### src/design/efd_pkg.sv
// Shared types and constants for the escaped frame decoder.
// Used by efd_decode, efd_out_buf and escaped_frame_decoder; depends on nothing.
package efd_pkg;

    localparam int BYTE_W     = 8;
    localparam int CFG_IDX_W  = 2;
    localparam int POS_W      = 3;
    localparam int KIND_W     = 2;
    localparam int TDATA_W    = 56;

    localparam logic [CFG_IDX_W-1:0] CFG_SOF_CODE     = 2'd0;
    localparam logic [CFG_IDX_W-1:0] CFG_ESC_CODE     = 2'd1;
    localparam logic [CFG_IDX_W-1:0] CFG_ESC_ALT_CODE = 2'd2;

    localparam logic [BYTE_W-1:0] SOF_CODE_RST     = 8'd255;
    localparam logic [BYTE_W-1:0] ESC_CODE_RST     = 8'd254;
    localparam logic [BYTE_W-1:0] ESC_ALT_CODE_RST = 8'd253;
    localparam logic [BYTE_W-1:0] HEADER_BYTES     = 8'd4;

    localparam logic [POS_W-1:0] POS_IDLE    = 3'd0;
    localparam logic [POS_W-1:0] POS_LEN     = 3'd1;
    localparam logic [POS_W-1:0] POS_ID0     = 3'd2;
    localparam logic [POS_W-1:0] POS_ID1     = 3'd3;
    localparam logic [POS_W-1:0] POS_MANUF   = 3'd4;
    localparam logic [POS_W-1:0] POS_TYPE    = 3'd5;
    localparam logic [POS_W-1:0] POS_PAYLOAD = 3'd6;

    typedef enum logic [KIND_W-1:0] {
        KIND_HEADER = 2'd0,
        KIND_DATA   = 2'd1,
        KIND_ERROR  = 2'd2
    } t_kind;

    typedef struct packed {
        t_kind       kind;
        logic        last;
        logic [7:0]  data_byte;
        logic [7:0]  data_index;
        logic [7:0]  pay_size;
        logic [7:0]  dev_model;
        logic [7:0]  manufacturer;
        logic [5:0]  cmd_class;
        logic [3:0]  cmd_index;
        logic [5:0]  device;
    } t_result;

endpackage

### src/design/efd_decode.sv
// Frame parser and unescaper: configuration registers, frame state and the
// per-byte result logic. Depends on efd_pkg.
module efd_decode (
    input  logic                          i_clk,
    input  logic                          i_rst_n,
    input  logic                          i_accept,
    input  logic [efd_pkg::BYTE_W-1:0]    i_enc_byte,
    input  logic                          i_frame_start,
    input  logic                          i_cfg_we,
    input  logic [efd_pkg::CFG_IDX_W-1:0] i_cfg_index,
    input  logic [efd_pkg::BYTE_W-1:0]    i_cfg_data,
    output logic                          o_res_valid,
    output efd_pkg::t_result              o_res
);
    import efd_pkg::*;

    logic [BYTE_W-1:0] r_sof_code, r_esc_code, r_esc_alt_code;
    logic [POS_W-1:0]  r_byte_pos, n_byte_pos;
    logic              r_escape_pending, n_escape_pending;
    logic              r_frame_done, n_frame_done;
    logic [BYTE_W-1:0] r_data_count, n_data_count;
    logic [BYTE_W-1:0] r_payload_len, n_payload_len;
    logic [5:0]        r_hold_device, n_hold_device;
    logic [3:0]        r_hold_cmd_index, n_hold_cmd_index;
    logic [5:0]        r_hold_cmd_class, n_hold_cmd_class;
    logic [7:0]        r_hold_manufacturer, n_hold_manufacturer;
    logic [BYTE_W-1:0] count_inc;
    logic [BYTE_W-1:0] value;
    logic              emit_data;
    logic              data_last;

    always_ff @(posedge i_clk) begin
        if (!i_rst_n) begin
            r_sof_code     <= SOF_CODE_RST;
            r_esc_code     <= ESC_CODE_RST;
            r_esc_alt_code <= ESC_ALT_CODE_RST;
        end else if (i_cfg_we) begin
            case (i_cfg_index)
                CFG_SOF_CODE:     r_sof_code     <= i_cfg_data;
                CFG_ESC_CODE:     r_esc_code     <= i_cfg_data;
                CFG_ESC_ALT_CODE: r_esc_alt_code <= i_cfg_data;
                default: begin
                end
            endcase
        end
    end

    always_ff @(posedge i_clk) begin
        if (!i_rst_n) begin
            r_byte_pos          <= POS_IDLE;
            r_escape_pending    <= 1'b0;
            r_frame_done        <= 1'b1;
            r_data_count        <= '0;
            r_payload_len       <= '0;
            r_hold_device       <= '0;
            r_hold_cmd_index    <= '0;
            r_hold_cmd_class    <= '0;
            r_hold_manufacturer <= '0;
        end else if (i_accept) begin
            r_byte_pos          <= n_byte_pos;
            r_escape_pending    <= n_escape_pending;
            r_frame_done        <= n_frame_done;
            r_data_count        <= n_data_count;
            r_payload_len       <= n_payload_len;
            r_hold_device       <= n_hold_device;
            r_hold_cmd_index    <= n_hold_cmd_index;
            r_hold_cmd_class    <= n_hold_cmd_class;
            r_hold_manufacturer <= n_hold_manufacturer;
        end
    end

    assign count_inc = r_data_count + 8'd1;
    assign data_last = (count_inc == r_payload_len);

    always_comb begin
        n_byte_pos          = r_byte_pos;
        n_escape_pending    = r_escape_pending;
        n_frame_done        = r_frame_done;
        n_data_count        = r_data_count;
        n_payload_len       = r_payload_len;
        n_hold_device       = r_hold_device;
        n_hold_cmd_index    = r_hold_cmd_index;
        n_hold_cmd_class    = r_hold_cmd_class;
        n_hold_manufacturer = r_hold_manufacturer;
        o_res_valid         = 1'b0;
        o_res               = '0;
        o_res.pay_size      = r_payload_len;
        value               = i_enc_byte;
        emit_data           = 1'b0;

        if (i_frame_start) begin
            n_byte_pos       = POS_LEN;
            n_escape_pending = 1'b0;
            n_frame_done     = 1'b0;
            n_data_count     = '0;
        end else if (!r_frame_done) begin
            case (r_byte_pos)
                POS_LEN: begin
                    n_payload_len = i_enc_byte - HEADER_BYTES;
                    n_byte_pos    = POS_ID0;
                end
                POS_ID0: begin
                    n_hold_device    = i_enc_byte[5:0];
                    n_hold_cmd_index = {2'b00, i_enc_byte[7:6]};
                    n_byte_pos       = POS_ID1;
                end
                POS_ID1: begin
                    n_hold_cmd_index = {i_enc_byte[1:0], r_hold_cmd_index[1:0]};
                    n_hold_cmd_class = i_enc_byte[7:2];
                    n_byte_pos       = POS_MANUF;
                end
                POS_MANUF: begin
                    n_hold_manufacturer = i_enc_byte;
                    n_byte_pos          = POS_TYPE;
                end
                POS_TYPE: begin
                    o_res_valid        = 1'b1;
                    o_res.kind         = KIND_HEADER;
                    o_res.device       = r_hold_device;
                    o_res.cmd_index    = r_hold_cmd_index;
                    o_res.cmd_class    = r_hold_cmd_class;
                    o_res.manufacturer = r_hold_manufacturer;
                    o_res.dev_model    = i_enc_byte;
                    o_res.last         = (r_payload_len == '0);
                    n_byte_pos         = POS_PAYLOAD;
                    n_frame_done       = (r_payload_len == '0);
                end
                default: begin
                    if (r_escape_pending) begin
                        n_escape_pending = 1'b0;
                        if (i_enc_byte == r_esc_code) begin
                            value     = r_sof_code;
                            emit_data = 1'b1;
                        end else if (i_enc_byte == r_esc_alt_code) begin
                            value     = r_esc_code;
                            emit_data = 1'b1;
                        end else begin
                            o_res_valid      = 1'b1;
                            o_res.kind       = KIND_ERROR;
                            o_res.data_index = r_data_count;
                            o_res.last       = 1'b1;
                            n_frame_done     = 1'b1;
                        end
                    end else if (i_enc_byte == r_esc_code) begin
                        n_escape_pending = 1'b1;
                    end else begin
                        emit_data = 1'b1;
                    end
                    if (emit_data) begin
                        o_res_valid      = 1'b1;
                        o_res.kind       = KIND_DATA;
                        o_res.data_index = r_data_count;
                        o_res.data_byte  = value;
                        o_res.last       = data_last;
                        n_data_count     = count_inc;
                        n_frame_done     = data_last;
                    end
                end
            endcase
        end
    end

endmodule

### src/design/efd_out_buf.sv
// Two-entry result buffer that decouples the decoder from a stalling receiver.
// Depends on efd_pkg for the result type.
module efd_out_buf (
    input  logic             i_clk,
    input  logic             i_rst_n,
    input  logic             i_push,
    input  efd_pkg::t_result i_data,
    output logic             o_not_full,
    output logic             o_valid,
    output efd_pkg::t_result o_data,
    input  logic             i_ready
);
    import efd_pkg::*;

    t_result     r_entry [2];
    logic        r_wr_ptr, r_rd_ptr;
    logic [1:0]  r_count, n_count;
    logic        pop;

    assign o_valid    = (r_count != 2'd0);
    assign o_not_full = (r_count != 2'd2);
    assign o_data     = r_entry[r_rd_ptr];
    assign pop        = o_valid && i_ready;

    always_comb begin
        n_count = r_count;
        if (i_push && !pop) begin
            n_count = r_count + 2'd1;
        end else if (pop && !i_push) begin
            n_count = r_count - 2'd1;
        end
    end

    always_ff @(posedge i_clk) begin
        if (!i_rst_n) begin
            r_wr_ptr <= 1'b0;
            r_rd_ptr <= 1'b0;
            r_count  <= 2'd0;
        end else begin
            r_count <= n_count;
            if (i_push) begin
                r_wr_ptr <= ~r_wr_ptr;
            end
            if (pop) begin
                r_rd_ptr <= ~r_rd_ptr;
            end
        end
    end

    always_ff @(posedge i_clk) begin
        if (i_push) begin
            r_entry[r_wr_ptr] <= i_data;
        end
    end

endmodule

### src/design/escaped_frame_decoder.sv
// Top level of the escaped frame decoder.
// Instantiates efd_decode and efd_out_buf; depends on efd_pkg.
//
// Usage: encoded frame bytes enter on the slave stream, one byte per request,
// with tuser set on the start byte of each frame. The header result is sent
// on the fourth identifier byte, then one result per decoded payload byte,
// or one error result on a bad escape follower. tuser of the master stream
// gives the result kind and tlast marks the final result of a frame.
// The configuration channel is always ready and sets the start, escape and
// alternate codes; write it only while no frame is in flight.
// Each accepted byte's result is registered in the output buffer before it reaches the master side.
// Throughput is one byte per cycle while the output buffer has room.
// Results sit in a two-entry buffer; while the receiver stalls, the slave side
// keeps taking bytes until both entries are full, then drops tready.
// After reset the codes return to 255, 254 and 253, the buffer is empty and
// the decoder ignores bytes until a start byte arrives.
module escaped_frame_decoder (
    input  logic                          i_clk,
    input  logic                          i_rst_n,
    input  logic                          i_s_tvalid,
    output logic                          o_s_tready,
    input  logic [7:0]                    i_s_tdata,   // enc_byte
    input  logic                          i_s_tuser,   // frame_start
    output logic                          o_m_tvalid,
    input  logic                          i_m_tready,
    // device, cmd_index, cmd_class, manufacturer, dev_model, pay_size,
    // data_index, data_byte
    output logic [efd_pkg::TDATA_W-1:0]   o_m_tdata,
    output logic [efd_pkg::KIND_W-1:0]    o_m_tuser,   // kind
    output logic                          o_m_tlast,
    input  logic                          i_cfg_valid,
    output logic                          o_cfg_ready,
    input  logic [efd_pkg::CFG_IDX_W-1:0] i_cfg_index,
    input  logic [efd_pkg::BYTE_W-1:0]    i_cfg_data
);
    import efd_pkg::*;

    logic    in_accept;
    logic    res_valid;
    t_result res;
    t_result out_res;
    logic    buf_not_full;

    assign o_cfg_ready = 1'b1;
    assign o_s_tready  = buf_not_full;
    assign in_accept   = i_s_tvalid && buf_not_full;

    efd_decode u_decode (
        .i_clk         (i_clk),
        .i_rst_n       (i_rst_n),
        .i_accept      (in_accept),
        .i_enc_byte    (i_s_tdata),
        .i_frame_start (i_s_tuser),
        .i_cfg_we      (i_cfg_valid),
        .i_cfg_index   (i_cfg_index),
        .i_cfg_data    (i_cfg_data),
        .o_res_valid   (res_valid),
        .o_res         (res)
    );

    efd_out_buf u_out_buf (
        .i_clk      (i_clk),
        .i_rst_n    (i_rst_n),
        .i_push     (in_accept && res_valid),
        .i_data     (res),
        .o_not_full (buf_not_full),
        .o_valid    (o_m_tvalid),
        .o_data     (out_res),
        .i_ready    (i_m_tready)
    );

    assign o_m_tdata = {out_res.data_byte, out_res.data_index, out_res.pay_size,
                        out_res.dev_model, out_res.manufacturer, out_res.cmd_class,
                        out_res.cmd_index, out_res.device};
    assign o_m_tuser = out_res.kind;
    assign o_m_tlast = out_res.last;

endmodule
### config.mk
export PLATFORM = sky130hd
export DESIGN_NAME = escaped_frame_decoder
export DESIGN_NICKNAME = d
export VERILOG_FILES = /design/src/design/efd_pkg.sv /design/src/design/efd_decode.sv /design/src/design/efd_out_buf.sv /design/src/design/escaped_frame_decoder.sv
export SDC_FILE = /design/constraint.sdc
export NUM_CORES = 1
export LEC_CHECK = 0
export BUFFER_PORTS_ARGS = -buffer_cell sky130_fd_sc_hd__buf_2
export CAP_MARGIN = 20
export CORE_UTILIZATION = 23
export DETAILED_ROUTE_END_ITERATION = 7
export SLEW_MARGIN = 20
export SYNTH_ARGS = -nofsm -noshare
export SYNTH_HDL_FRONTEND = slang
export SYNTH_HIERARCHICAL = 1
export SYNTH_SLANG_ARGS = --single-unit
### constraint.sdc
create_clock -name i_clk -period 5.25 [get_ports i_clk]
set_input_delay 0.2625 -clock i_clk [delete_from_list [all_inputs] [get_ports i_clk]]
set_output_delay 0.2625 -clock i_clk [all_outputs]
set_load 0.005 [all_outputs]
* Yosys cells after proc, flatten, opt, wreduce, memory -nomap -nowiden
Memory sizes are Yosys's and may differ from the RTL's. A register that Yosys moved wholly into a read port is not among the register bits.
Cells that the tools add are included.
Widths: inputs -> output; s select.
** Storage, ports and cells
- Register bits after elaboration :: 73
- RAM bits :: 118
- Bits of input ports :: 24
- Output and inout bits :: 62
- Logic and storage cells :: 121
- Memories kept :: 1
** Memory list
- u_out_buf.r_entry :: words 2, width 59, rd ports 1, clocked after Yosys merged registers in 1, write ports 1, RTL line efd_out_buf.sv:15 : t_result r_entry [2];
** Operators by class
- Add/subtract/negate cells :: 4
- Eq/ne operators :: 13
- Mux-type cells :: 54
- Bitwise logic cells :: 5
- Reduce and logical (&&, ||, !) cells :: 28
** Operators with widths (number)
- $mux 32 :: 3
- $mux 8 :: 10
- $mux 19 :: 3
- $mux 1 :: 25
- $eq 8x8->1 :: 3
- $reduce_and 4->1 :: 6
- $mux 16 :: 1
- $mux 3 :: 5
- $pmux 3 s5 :: 1
- $add 8x1->8 const B :: 1
- $logic_not 8->1 :: 1
- $pmux 4 s2 :: 1
- $reduce_bool 2->1 :: 4
- $sub 8x3->8 const B :: 1
- $eq 3x2->1 const B :: 2
- $eq 3x3->1 const B :: 2
- $pmux 3 s2 :: 1
- $reduce_and 2->1 :: 3
- $reduce_and 3->1 :: 2
- $reduce_bool 6->1 :: 1
- $logic_and 1x1->1 :: 5
- $not 1->1 :: 5
- $reduce_and 5->1 :: 1
- $reduce_or 5->1 :: 1
- other kinds (12) :: 16

* Depth between registers and ports, before layout
Gate-level depths: netlist of the first run.
- Depth after elaboration :: 16
- Gate-level depth with buffers :: 11

* By module
The synthesis of the first run kept the hierarchy.
** By module, submodules not included
- efd_out_buf :: times used 1, cells an instance 206, area an instance 4513.1 sq um
- efd_decode :: times used 1, cells an instance 465, area an instance 3852.4 sq um
- escaped_frame_decoder :: times used 1, cells an instance 4, area an instance 23.8 sq um

* Worst setup path before layout of the first run
Ideal clock, no wire load.
- Path kind :: register to register
- Start point :: register u_decode.r_byte_pos[0]
- End point :: memory u_out_buf/r_entry[0][0] (netlist name), enable pin
- Setup time :: 484 ps
- Arrival time :: 3992 ps
- Required time :: 4766 ps
- Setup slack :: 774 ps
- Stages on the path, launching flop included :: 7
- Period minus slack after synthesis :: 4476 ps
- Cell sequence :: dfxtp_1 > or3_1 > nand2_1 > o21ai_2 > a21oi_1 > and3_1 > nor2b_1
** Between the ends
- Word-level cells in the longest chain between the ends :: 8
- Elaborated cells on any way between the ends :: 12
- Classes of those cells :: eq/ne (5); mux (5); reduce/logical (2)
** Ends and longest elaborated chain
- start, declared :: RTL line efd_decode.sv:18 : logic [POS_W-1:0] r_byte_pos, n_byte_pos;
- start signal, assigned :: RTL line efd_decode.sv:60 : r_byte_pos <= n_byte_pos;
- $eq 3x2->1 (tied with other cells) :: RTL line efd_decode.sv:97 : case (r_byte_pos)
- $reduce_or 4->1 (no line)
- $pmux 1 s2 (*) :: RTL line efd_decode.sv:97
- $mux 1 (*) :: RTL line efd_decode.sv:96 : end else if (!r_frame_done) begin
- $mux 1 (*) :: RTL line efd_decode.sv:91 : if (i_frame_start) begin
- via res_valid :: RTL line escaped_frame_decoder.sv:39 : logic res_valid;
- $logic_and 1x1->1 (*) :: RTL line escaped_frame_decoder.sv:64 : .i_push (in_accept && res_valid),
- $mux 1 (*) :: RTL line efd_out_buf.sv:51 : if (i_push) begin
- $mux 1 (implied by the code) (*) :: RTL line efd_out_buf.sv:52 : r_entry[r_wr_ptr] <= i_data;
- end, declared :: RTL line efd_out_buf.sv:15
The timed path passes the listed nets; every way through them passes the cells marked *.

* Worst setup path after layout of the first run
- Start point :: register u_decode.r_esc_code[0]
- End point :: memory u_out_buf/r_entry[0][7] (netlist name), enable pin
** Between the ends
- Word-level cells in the longest chain between the ends :: 13
- Elaborated cells on any way between the ends :: 16
- Classes of those cells :: eq/ne (1); mux (14); reduce/logical (1)
** Ends and longest elaborated chain
- start, declared :: RTL line efd_decode.sv:17 : logic [BYTE_W-1:0] r_sof_code, r_esc_code, r_esc_alt_code;
- start signal, assigned :: RTL line efd_decode.sv:40 : CFG_ESC_CODE: r_esc_code <= i_cfg_data;
- $eq 8x8->1 (*) :: RTL line efd_decode.sv:131, efd_decode.sv:144
- $mux 1, on equally long branches :: RTL line efd_decode.sv:144, efd_decode.sv:131
- $mux 1 :: RTL line efd_decode.sv:129 : if (r_escape_pending) begin
- $mux 1 :: RTL line efd_decode.sv:97
- $mux 1 :: RTL line efd_decode.sv:96
- $mux 1 :: RTL line efd_decode.sv:91
- $mux 1 (*) :: RTL line efd_decode.sv:149 : if (emit_data) begin
- $pmux 1 s2 (*) :: RTL line efd_decode.sv:97
- $mux 1 (*) :: RTL line efd_decode.sv:96
- $mux 1 (*) :: RTL line efd_decode.sv:91
- via res_valid :: RTL line escaped_frame_decoder.sv:39
- $logic_and 1x1->1 (*) :: RTL line escaped_frame_decoder.sv:64
- $mux 1 (*) :: RTL line efd_out_buf.sv:51
- $mux 1 (implied by the code) (*) :: RTL line efd_out_buf.sv:52
The timed path passes the listed nets; every way through them passes the cells marked *. The select of a mux whose other input is x is not followed.

==> results.txt, run 1 <==
Placer congestion estimate -> 0.810
Post-synthesis sequential area ratio -> 59.9%
Hold Crit Class -> input port to flop
Post-detail-place hpwl -> 14.2 mm
Largest delay share family, worst path -> simple AND/OR/NAND/NOR gates
Outcome -> finished with violations
Clock-pin slew on the worst setup and hold paths -> 0.07 ns
Worst Path Arrival -> 3.31 ns
Share of layout cells above drive strength 1 -> 26.6%
CP required -> 5.32 ns
I/O Pins -> 86
Final Hold Viols -> 0
Crit Path Class -> flop to flop
Final setup vio count -> 0
Post-CTS Hold Buffers -> 0
Synth-to-Final Area Change -> 17.1%
IO Port Bufs -> 84
Pleak -> 3.59 nW
Syn_nets -> 704
CTS tree -> built
Nets -> 777
Post CTS Setup Buffer Count -> 0
Crit-path slowest cell -> nor2b_4
Syn_area_per_cell -> 12.4 sq um
CTS Sinks -> 192
Yosys Warn Count -> 6
Row Count -> 69
Crit. End Element -> flop
CTS Buf Count -> 17
RSZ-0062 raised after global routing -> no
Final ANT Viol Nets -> 0
Vias/cell -> 4.32
Initial Util -> 23.5%
Vias -> 5273
Global Route met1 Usage -> 14.4%
Slew headroom -> 35.6%
Initial DRC count -> 348
Pwr Density -> 368 mW/mm^2
Post-route clock skew -> 0.0107 ns
Ys flop type -> edfxtp_1
Routed WL per cell -> 16.0 um
Number of global-route vias before repair -> 4977
Congestion Overflow GR -> 0
Number of synthesized flops with an enable pin -> 118
Failing checks -> DRC
Highest clock rate -> 308 MHz
MaxCap Viol Count -> 0
Initial antenna violation count -> 0
Floorplan core area -> 0.0357 sq mm
Number of synthesized register bits -> 192
Deepest clock path buffer count -> 2
Grt met2 use -> 17.1%
Tmin final -> 3.24 ns
GR peak layer -> met2
Cell area after layout -> 0.00983 sq mm
Peak supply drop -> 0.000246 V
Largest net degree at the start of global routing -> 77
Async SR Flop Fraction -> 0%
GR Layer Usage met3 -> 2.17%
Worst-margin pin slew -> 0.964 ns
Die W -> 193 um
Cell variety after synth -> 57
Mapped Cells -> 675
Drt drc -> 3
Die area -> 0.0372 sq mm
Worst-path cell chain -> xor2_1, nor4_1, nand2_1, o21ai_2, a21oi_1, and3_1, nor2b_4, buf_4
CP bufs+invs -> 1
Tot GR Track Use -> 10.5%
Startpoint Class -> flop
Clock root buffer master -> clkbuf_16
DP Area -> 0.00927 sq mm
Synth Cell Area -> 0.00839 sq mm
Design Power -> 3.61 mW
WL final -> 19.5 mm
Largest stage delay on the critical path -> 0.62 ns
Slew Limit Fails -> 0
H-tree Lvls -> 4
Worst skew pair latency -> 0.43 ns
Crit share post-route -> 61.8%
Post_cts resized -> 0
First-pass GRT wire length -> 29.4 mm
First-pass iteration count of the detailed router -> 6
Setup TNS -> 0 ns
Die Y -> 193 um
Antenna diodes -> 0
Crit Path Max Fanout -> 39
[cell usage in the layout, fill, tap and decap left out, types with 3 or more instances in the layout]
| master | netlist | final |
|---|---|---|
| buf_2 | 11 | 84 |
| and2_1 | 45 | 44 |
| a21boi_0 | 7 | 7 |
| mux2i_1 | 23 | 23 |
| and3_1 | 3 | 3 |
| mux2_2 | 49 | 49 |
| nand4_1 | 5 | 5 |
| o31ai_1 | 9 | 9 |
| nor3b_1 | 4 | 4 |
| dfxtp_1 | 74 | 73 |
| nor3_1 | 6 | 6 |
| o221a_2 | 8 | 8 |
| nor2b_1 | 29 | 28 |
| nand2_1 | 73 | 73 |
| nor4_1 | 6 | 6 |
| inv_8 | 0 | 3 |
| or3_1 | 4 | 4 |
| xnor2_1 | 10 | 10 |
| inv_1 | 8 | 8 |
| nand3_1 | 29 | 29 |
| o22a_1 | 9 | 9 |
| clkinv_4 | 0 | 3 |
| o211a_1 | 6 | 6 |
| o21ai_0 | 13 | 13 |
| xor2_1 | 22 | 22 |
| buf_4 | 3 | 6 |
| edfxtp_1 | 118 | 118 |
| ha_1 | 5 | 5 |
| mux2_4 | 10 | 10 |
| a21oi_1 | 15 | 15 |
| clkbuf_16 | 0 | 17 |
| nor2_1 | 16 | 16 |
[worst reg2reg max path, delay by kind of cell, from the launching register on]
family	cells	cell delay [ns]
AOI/OAI and AO/OA	2	0.42
xor gates and xnor gates	1	0.17
buffers and inverters	1	0.57
and+or+nand+nor	4	1.32
DFF	1	0.37
[routing by layer]
| metal | share of wire [%] | routed length (um) |
|---|---|---|
| met1 | 47 | 9270 |
| met2 | 48 | 9330 |
| met3 | 4.2 | 825 |
| met4 | 0.62 | 121 |
| met5 | 0 | 0 |
[Yosys cell counts (all sizes together), types with 10 or more instances]
library cell	number	area (sq um)
nor2b	29	181
nand2	73	274
a21oi	16	83.8
xor2	22	193
clkbuf	20	76.3
o21ai	15	78.8
mux2i	23	230
xnor2	10	87.6
mux2	59	702
dfxtp	74	1480
buf	16	100
nand3	31	165
edfxtp	118	3540
and2	46	289
nor2	16	60.1
[sequential cells by signal, indices dropped and copies added, names as in the netlist, 3 cells and up, named ones only]
name	cells
u_decode/r_data_count	8
u_out_buf/r_entry	118
u_decode/r_payload_len	8
u_decode/r_esc_alt_code	8
u_decode/r_esc_code	8
u_decode/r_byte_pos	3
u_decode/r_hold_device	6
u_decode/r_hold_cmd_class	6
u_decode/r_hold_cmd_index	4
u_decode/r_sof_code	8
u_decode/r_hold_manufacturer	8
[cells by family after synthesis]
family | after synthesis | share of synthesized area, %
flip-flops | 192 | 59.9
XOR/XNOR | 32 | 3.34
AND/OR/NAND/NOR | 240 | 15.4
adder cells (fa/ha/maj) | 5 | 0.746
buffers and inverters | 44 | 2.46
multiplexers | 82 | 11.1
AO/OA/AOI/OAI | 79 | 7.04
other | 1 | 0.0447
[per-stage QoR]
stage | util, % | hold slack [ns] | worst slack (ns) | std cells
3_3_place_gp | 25.9 | 0.454 | 1.82 | 1190
5_1_grt | 27.5 | 0.0906 | 1.77 | 1221
6_report | 27.5 | 0.0895 | 2.01 | 1221
3_5_place_dp | 25.9 | 0.454 | 1.79 | 1190
2_1_floorplan | - | 0.380 | 0.774 | 675
4_1_cts | 27.5 | 0.0707 | 1.95 | 1221
[cell type report]
type,count,area [sq um]
fill,3727,25900
clock inverter,12,128
clock buffer,19,433
multi-input combinational,439,3170
sequential,192,5030
timing repair buffer,90,465
tap,461,577
inverter,8,30.0
[report_power, final]
group | total, mW | leakage [nW] | internal, mW | switching (mW)
sequential | 1.72 | 1.66 | 1.66 | 0.0610
clock | 1.23 | 0.266 | 0.664 | 0.564
combinational | 0.669 | 1.66 | 0.334 | 0.335
total | 3.61 | 3.59 | 2.66 | 0.960
[path summary, 6_finish.rpt]
path / start / endpoint / depth (start not counted) / slack (ns)
worst max-delay path: u_decode/r_esc_code[0] / u_out_buf/r_entry[0][7] / 8 / 2.01
worst min register to register: u_decode/r_hold_cmd_index[3] / u_decode/r_hold_cmd_index[3] / 2 / 0.46
worst min-delay path: i_cfg_data[2] / u_decode/r_sof_code[2] / 3 / 0.09
worst max register to register: u_decode/r_esc_code[0] / u_out_buf/r_entry[0][7] / 8 / 2.01
Note: power is estimated with default switching activity, not from simulation.
==> inputs of run 2 (changes only) <==
==> constraint.sdc (replaced) <==
create_clock -name i_clk -period 2.9 [get_ports i_clk]
set_input_delay 0.145 -clock i_clk [delete_from_list [all_inputs] [get_ports i_clk]]
set_output_delay 0.145 -clock i_clk [all_outputs]
set_load 0.005 [all_outputs]
==> run 2 against run 1 <==
Effect of this change: the run still ends with DRC left; sequential share of layout area down 1.4 points; power grew 85%; clock skew grew 0.0024 ns; combinational power up 90%; critical endpoint is now u_out_buf/r_entry[0][4]; clock power grew 87%; non-clock buffer count grew 25; routed wire length rose by 4.8%; die area stayed put; utilization is 0.77 points higher.
==> results.txt, run 2 (synthesis gave the netlist of run 1 again) <==
Share of layout cells above drive strength 1 -> 28.2% (+1.6 points)
Reg-to-reg startpoint -> u_decode/r_byte_pos[0]
Largest net degree at the start of global routing -> 38 (-51%)
CTS Sinks -> 192 (unchanged)
Final core utilization -> 28.3% (+0.77 points)
CTS Buf Count -> 17 (unchanged)
Biggest register -> u_out_buf/r_entry
Highest clock rate -> 382 MHz (+24%)
Post-detail-place hpwl -> 14.5 mm (+2.0%)
Tot GR Track Use -> 11.2% (+0.63 points)
CTS tree -> built
Clock-pin slew on the worst setup and hold paths -> 0.08 ns (about the same)
Die Y -> 193 um (unchanged)
Placed insts -> 1207 (+1.4%)
Post-route clock skew -> 0.0130 ns (+0.00237 ns)
MaxCap Viol Count -> 0 (unchanged)
Die area -> 0.0372 sq mm (unchanged)
Pwr Density -> 662 mW/mm^2 (+80%)
Hold_ws -> 0.0923 ns (+0.00277 ns)
Slew headroom -> 42.0% (+6.4 points)
IO Port Bufs -> 84 (unchanged)
Drt drc -> 6 (+3)
Placer congestion estimate -> 0.816 (+0.65%)
Hold Path Cell Cnt -> 2 (-1)
Outcome -> finished with violations
Nets -> 803 (+3.3%)
Number of global-route vias before repair -> 5156 (+3.6%)
Crit-path slowest cell -> nor2b_4
Multi-input gate area -> 0.00318 sq mm (+0.28%)
Tmin final -> 2.62 ns (-0.625 ns)
Worst-margin pin slew -> 0.866 ns (-0.0976 ns)
Pleak -> 3.74 nW (+4.1%)
Hold Crit Class -> input port to flop
Worst-path cell chain -> or3_1, nand2_1, o21ai_2, a21oi_1, and3_1, nor2b_4, buf_12
Layout fillers -> 3701 (-0.70%)
H-tree Lvls -> 4 (unchanged)
Post_cts resized -> 0 (unchanged)
Deepest clock path buffer count -> 2 (unchanged)
Final std cells w/o fill -> 1248 (+2.2%)
Commonest non-fill, non-tap cell in the layout -> edfxtp_1
Final Hold Viols -> 0 (unchanged)
I/O Pins -> 86 (unchanged)
Startpoint Class -> flop
Antenna diodes -> 0 (unchanged)
Largest stage delay on the critical path -> 0.54 ns (-0.08 ns)
R2R depth -> 7 (-1)
Floorplan core area -> 0.0357 sq mm (unchanged)
Congestion Overflow GR -> 0 (unchanged)
Peak supply drop -> 0.000341 V (+38%)
Crit Path Max Fanout -> 33 (-15%)
Synth-to-Final Area Change -> 20.4%
Initial antenna violation count -> 0 (unchanged)
Critical path origin -> u_decode/r_byte_pos[0]
Setup TNS -> 0 ns (unchanged)
Crit share post-route -> 90.3% (+29 points)
Row Count -> 69 (unchanged)
First-pass iteration count of the detailed router -> 8 (+2)
Die W -> 193 um (unchanged)
Crit Path Class -> flop to flop
WL final -> 20.5 mm (+4.8%)
First-pass GRT wire length -> 30.6 mm (+4.4%)
Most frequent cells in the layout -> edfxtp_1 (118), buf_2 (84), nand2_1 (73), dfxtp_1 (73), mux2_2 (49)
Reg area -> 0.00503 sq mm (unchanged)
Vias -> 5427 (+2.9%)
Crit. End Element -> flop
Hold Crit Start -> i_rst_n
Slew Limit Fails -> 0 (unchanged)
Final setup vio count -> 0 (unchanged)
Worst Path Arrival -> 2.74 ns (-0.57 ns)
Vias/cell -> 4.35 (+0.69%)
Initial Util -> 23.5% (unchanged)
Routed WL per cell -> 16.4 um (+2.5%)
RSZ-0062 raised after global routing -> no
Worst skew pair latency -> 0.44 ns (about the same)
Initial DRC count -> 449 (+29%)
CP required -> 3.03 ns (-2.29 ns)
Failing checks -> DRC
Final ANT Viol Nets -> 0 (unchanged)
Clock root buffer master -> clkbuf_16
Number of flip-flops in the largest register -> 118 (unchanged)
[run 2: cell types whose count changed in the layout (fill, tap and decap cells not counted)]
| cell | before | now |
|---|---|---|
| clkinvlp_4 | 2 | 0 |
| clkbuf_1 | 2 | 0 |
| clkinvlp_2 | 1 | 0 |
| clkinv_1 | 0 | 1 |
| bufinv_16 | 1 | 0 |
| buf_12 | 0 | 2 |
| buf_4 | 6 | 21 |
| nor2b_2 | 0 | 1 |
| dlygate4sd3_1 | 0 | 8 |
| inv_8 | 3 | 2 |
| clkinv_8 | 0 | 5 |
| inv_6 | 2 | 4 |
[run 2: worst max-delay path, delay by kind of cell, from the launching register on]
family / cells / cell delay, ns
DFF: 1 / 0.37
AOI/OAI and AO/OA: 2 / 0.25
and+or+nand+nor: 4 / 1.37
buffers and inverters: 1 / 0.28
[run 2: what timing repair did]
action | in CTS | in global routing
setup buffers | 0 | 0
endpoints found under the hold margin | 23 | 0
hold buffers | 8 | 0
setup endpoints to repair | 0 | 32
[run 2: final timing paths]
kind | end | slack, ns
worst min register to register | u_decode/r_hold_cmd_index[2] | 0.46
worst max register to register | u_out_buf/r_entry[0][4] | 0.28
worst max-delay path | u_out_buf/r_entry[0][4] | 0.28
worst min-delay path | u_decode/r_frame_done | 0.09
[run 2: power breakdown]
group	total (mW)	switching [mW]	internal [mW]
Clock	2.30	1.14	1.16
Combinational	1.27	0.612	0.658
Sequential	3.11	0.116	3.00
[run 2: layout make-up]
class / count / share of cell area [%]
Clock buffer: 17 / 4.21
Clock inverter: 15 / 1.67
Inverter: 8 / 0.297
Multi-Input combinational cell: 440 / 31.4
Sequential cell: 192 / 49.8
Tap cell: 461 / 5.71
Timing Repair Buffer: 115 / 6.91
[run 2: metrics by stage]
step                power (mW)  cell area [sq um]  worst slack, ns
finish                    6.68              10100            0.281
global route              6.99              10100            0.127
CTS                       6.79              10100           0.0258
detailed placement        4.48               9420           0.0673
global placement          4.47               9420            0.129
floorplan                 3.92               8400            0.217
[run 2: layer usage]
metal | vias to the layer above | global-route usage, % | wire, um
met5 | - | 0 | 0
met1 | 2609 | 14.9 | 9280
met4 | 0 | 3.31 | 220
met2 | 164 | 18.0 | 9750
met3 | 17 | 2.61 | 1220
li1 | 2637 | - | -
==> inputs of run 3 (changes only) <==
--- a/config.mk
+++ b/config.mk
@@ -8,6 +8,7 @@
 export BUFFER_PORTS_ARGS = -buffer_cell sky130_fd_sc_hd__buf_2
 export CAP_MARGIN = 20
 export CORE_UTILIZATION = 23
+export CTS_BUF_LIST = sky130_fd_sc_hd__clkbuf_4 sky130_fd_sc_hd__clkbuf_8
 export DETAILED_ROUTE_END_ITERATION = 7
 export SLEW_MARGIN = 20
 export SYNTH_ARGS = -nofsm -noshare
==> run 3 against run 2 <==
Effect of this change: the run still ends with DRC left; maximum frequency fell by 0.30%; clock power fell by 25%; power fell by 8.7%; routed wire length rose by 0.39%; via count fell by 0.57%; clock skew rose by 0.0066 ns; die area did not move; largest power group unchanged; largest cell class unchanged; sequential cell count did not move; utilization fell by 0.54 points; clock-buffer cell count did not move; critical path depth did not move.
==> results.txt, run 3 (synthesis gave the netlist of run 1 again) <==
Worst-margin pin slew -> 0.882 ns (+0.0156 ns)
CP required -> 3.06 ns (+0.03 ns)
Failing checks -> DRC
Placer congestion estimate -> 0.816 (unchanged)
Crit Path Max Fanout -> 33 (unchanged)
WL final -> 20.6 mm (+0.39%)
CP bufs+invs -> 1 (unchanged)
Drt drc -> 6 (unchanged)
Largest stage delay on the critical path -> 0.55 ns (about the same)
Clock-pin slew on the worst setup and hold paths -> 0.11 ns (+0.03 ns)
Reg area -> 0.00503 sq mm (unchanged)
Share of layout cells above drive strength 1 -> 28.2% (unchanged)
Tmin final -> 2.63 ns (+0.00786 ns)
Number of flip-flops in the largest register -> 118 (unchanged)
Largest delay share family, worst path -> simple AND/OR/NAND/NOR gates
Die W -> 193 um (unchanged)
Setup TNS -> 0 ns (unchanged)
Nets -> 803 (unchanged)
Synth-to-Final Area Change -> 18.1%
Highest clock rate -> 381 MHz (-0.30%)
Die area -> 0.0372 sq mm (unchanged)
Final ANT Viol Nets -> 0 (unchanged)
Crit. End Element -> flop
Commonest non-fill, non-tap cell in the layout -> edfxtp_1
Final core utilization -> 27.7% (-0.54 points)
Vias -> 5396 (-0.57%)
Routed WL per cell -> 16.5 um (+0.39%)
Clock root buffer master -> clkbuf_8
Initial DRC count -> 450 (+0.22%)
Slew Limit Fails -> 0 (unchanged)
Slew headroom -> 40.9% (-1.0 points)
Floorplan core area -> 0.0357 sq mm (unchanged)
First-pass GRT wire length -> 30.6 mm (-0.18%)
Worst skew pair latency -> 0.48 ns (+0.04 ns)
H-tree Lvls -> 4 (unchanged)
Crit-path slowest cell -> nor2b_4
Post_cts resized -> 0 (unchanged)
I/O Pins -> 86 (unchanged)
Final WS setup -> 0.274 ns (-0.00786 ns)
Crit Path Class -> flop to flop
Crit share post-route -> 90.6% (+0.27 points)
MaxCap Viol Count -> 0 (unchanged)
Deepest clock path buffer count -> 2 (unchanged)
CTS Sinks -> 192 (unchanged)
Biggest register -> u_out_buf/r_entry
Row Count -> 69 (unchanged)
Worst-path cell chain -> or3_1, nand2_1, o21ai_2, a21oi_1, and3_1, nor2b_4, buf_12
Layout fillers -> 3717 (+0.43%)
Outcome -> finished with violations
Post-route clock skew -> 0.0196 ns (+0.00662 ns)
CTS Buf Count -> 17 (unchanged)
Most frequent cells in the layout -> edfxtp_1 (118), buf_2 (84), nand2_1 (73), dfxtp_1 (73), mux2_2 (49)
Vias/cell -> 4.32 (-0.57%)
Hold Crit Class -> input port to flop
Number of global-route vias before repair -> 5172 (+0.31%)
Final setup vio count -> 0 (unchanged)
IO Port Bufs -> 84 (unchanged)
Multi-input gate area -> 0.00318 sq mm (unchanged)
Largest net degree at the start of global routing -> 38 (unchanged)
RSZ-0062 raised after global routing -> no
Pleak -> 3.66 nW (-2.3%)
Post-detail-place hpwl -> 14.5 mm (unchanged)
Final Hold Viols -> 0 (unchanged)
Worst Path Arrival -> 2.79 ns (+0.05 ns)
Antenna diodes -> 0 (unchanged)
Peak supply drop -> 0.000242 V (-29%)
Place WS -> 0.0673 ns (unchanged)
Congestion Overflow GR -> 0 (unchanged)
Initial Util -> 23.5% (unchanged)
Startpoint Class -> flop
First-pass iteration count of the detailed router -> 8 (unchanged)
CTS tree -> built
Initial antenna violation count -> 0 (unchanged)
Tot GR Track Use -> 11.1% (-0.091 points)
Pwr Density -> 616 mW/mm^2 (-6.9%)
Die Y -> 193 um (unchanged)
## run 3: cell counts in the layout (fill, tap and decap cells not counted)
Identical to the previous run, type by type.
## run 3: power by group
part / switching [mW] / internal (mW) / leakage, nW
Sequential: 0.119 / 3.00 / 1.66
Combinational: 0.612 / 0.659 / 1.79
Clock: 1.07 / 0.651 / 0.201
Total: 1.80 / 4.31 / 3.66
## run 3: layout make-up
class                           instances  share of cell area, %
Timing Repair Buffer                  115                   7.05
Clock inverter                         15                   1.70
Inverter                                8                  0.303
Tap cell                              461                   5.82
Clock buffer                           17                   2.36
Multi-Input combinational cell        440                   32.0
Sequential cell                       192                   50.7
## run 3: per-layer routing
metal  part of all wire [%]  up-vias  wire length (um)  global-route usage, %
met2                     48      123              9790                   18.0
met1                     47     2626              9590                   14.8
met4                   0.81        0               167                   2.67
met5                      0        -                 0                      0
li1                       -     2638                 -                      -
met3                    4.9        9              1000                   2.61
## run 3: worst paths after layout
| kind | startpoint | end | slack [ns] | cells after the start |
|---|---|---|---|---|
| max | u_decode/r_byte_pos[0] | u_out_buf/r_entry[0][4] | 0.27 | 7 |
| min | i_rst_n | u_decode/r_frame_done | 0.05 | 2 |
| max reg2reg | u_decode/r_byte_pos[0] | u_out_buf/r_entry[0][4] | 0.27 | 7 |
| min reg2reg | u_decode/r_hold_cmd_index[2] | u_decode/r_hold_cmd_index[2] | 0.47 | 2 |
## run 3: through the flow
stage / power (mW) / hold WS, ns / cells / area, sq um
after floorplan: 3.92 / 0.263 / 675 / 8400
after global placement: 4.47 / 0.402 / 1207 / 9420
after detailed placement: 4.48 / 0.403 / 1207 / 9420
after CTS: 6.20 / 0.0271 / 1247 / 9900
after global routing: 6.41 / 0.0432 / 1248 / 9910
final: 6.10 / 0.0516 / 1248 / 9910
## run 3: repair_timing
action	CTS	global route
endpoints found under the setup margin	0	32
hold endpoints to repair	24	0
setup buffers	0	0
hold buffers	8	0
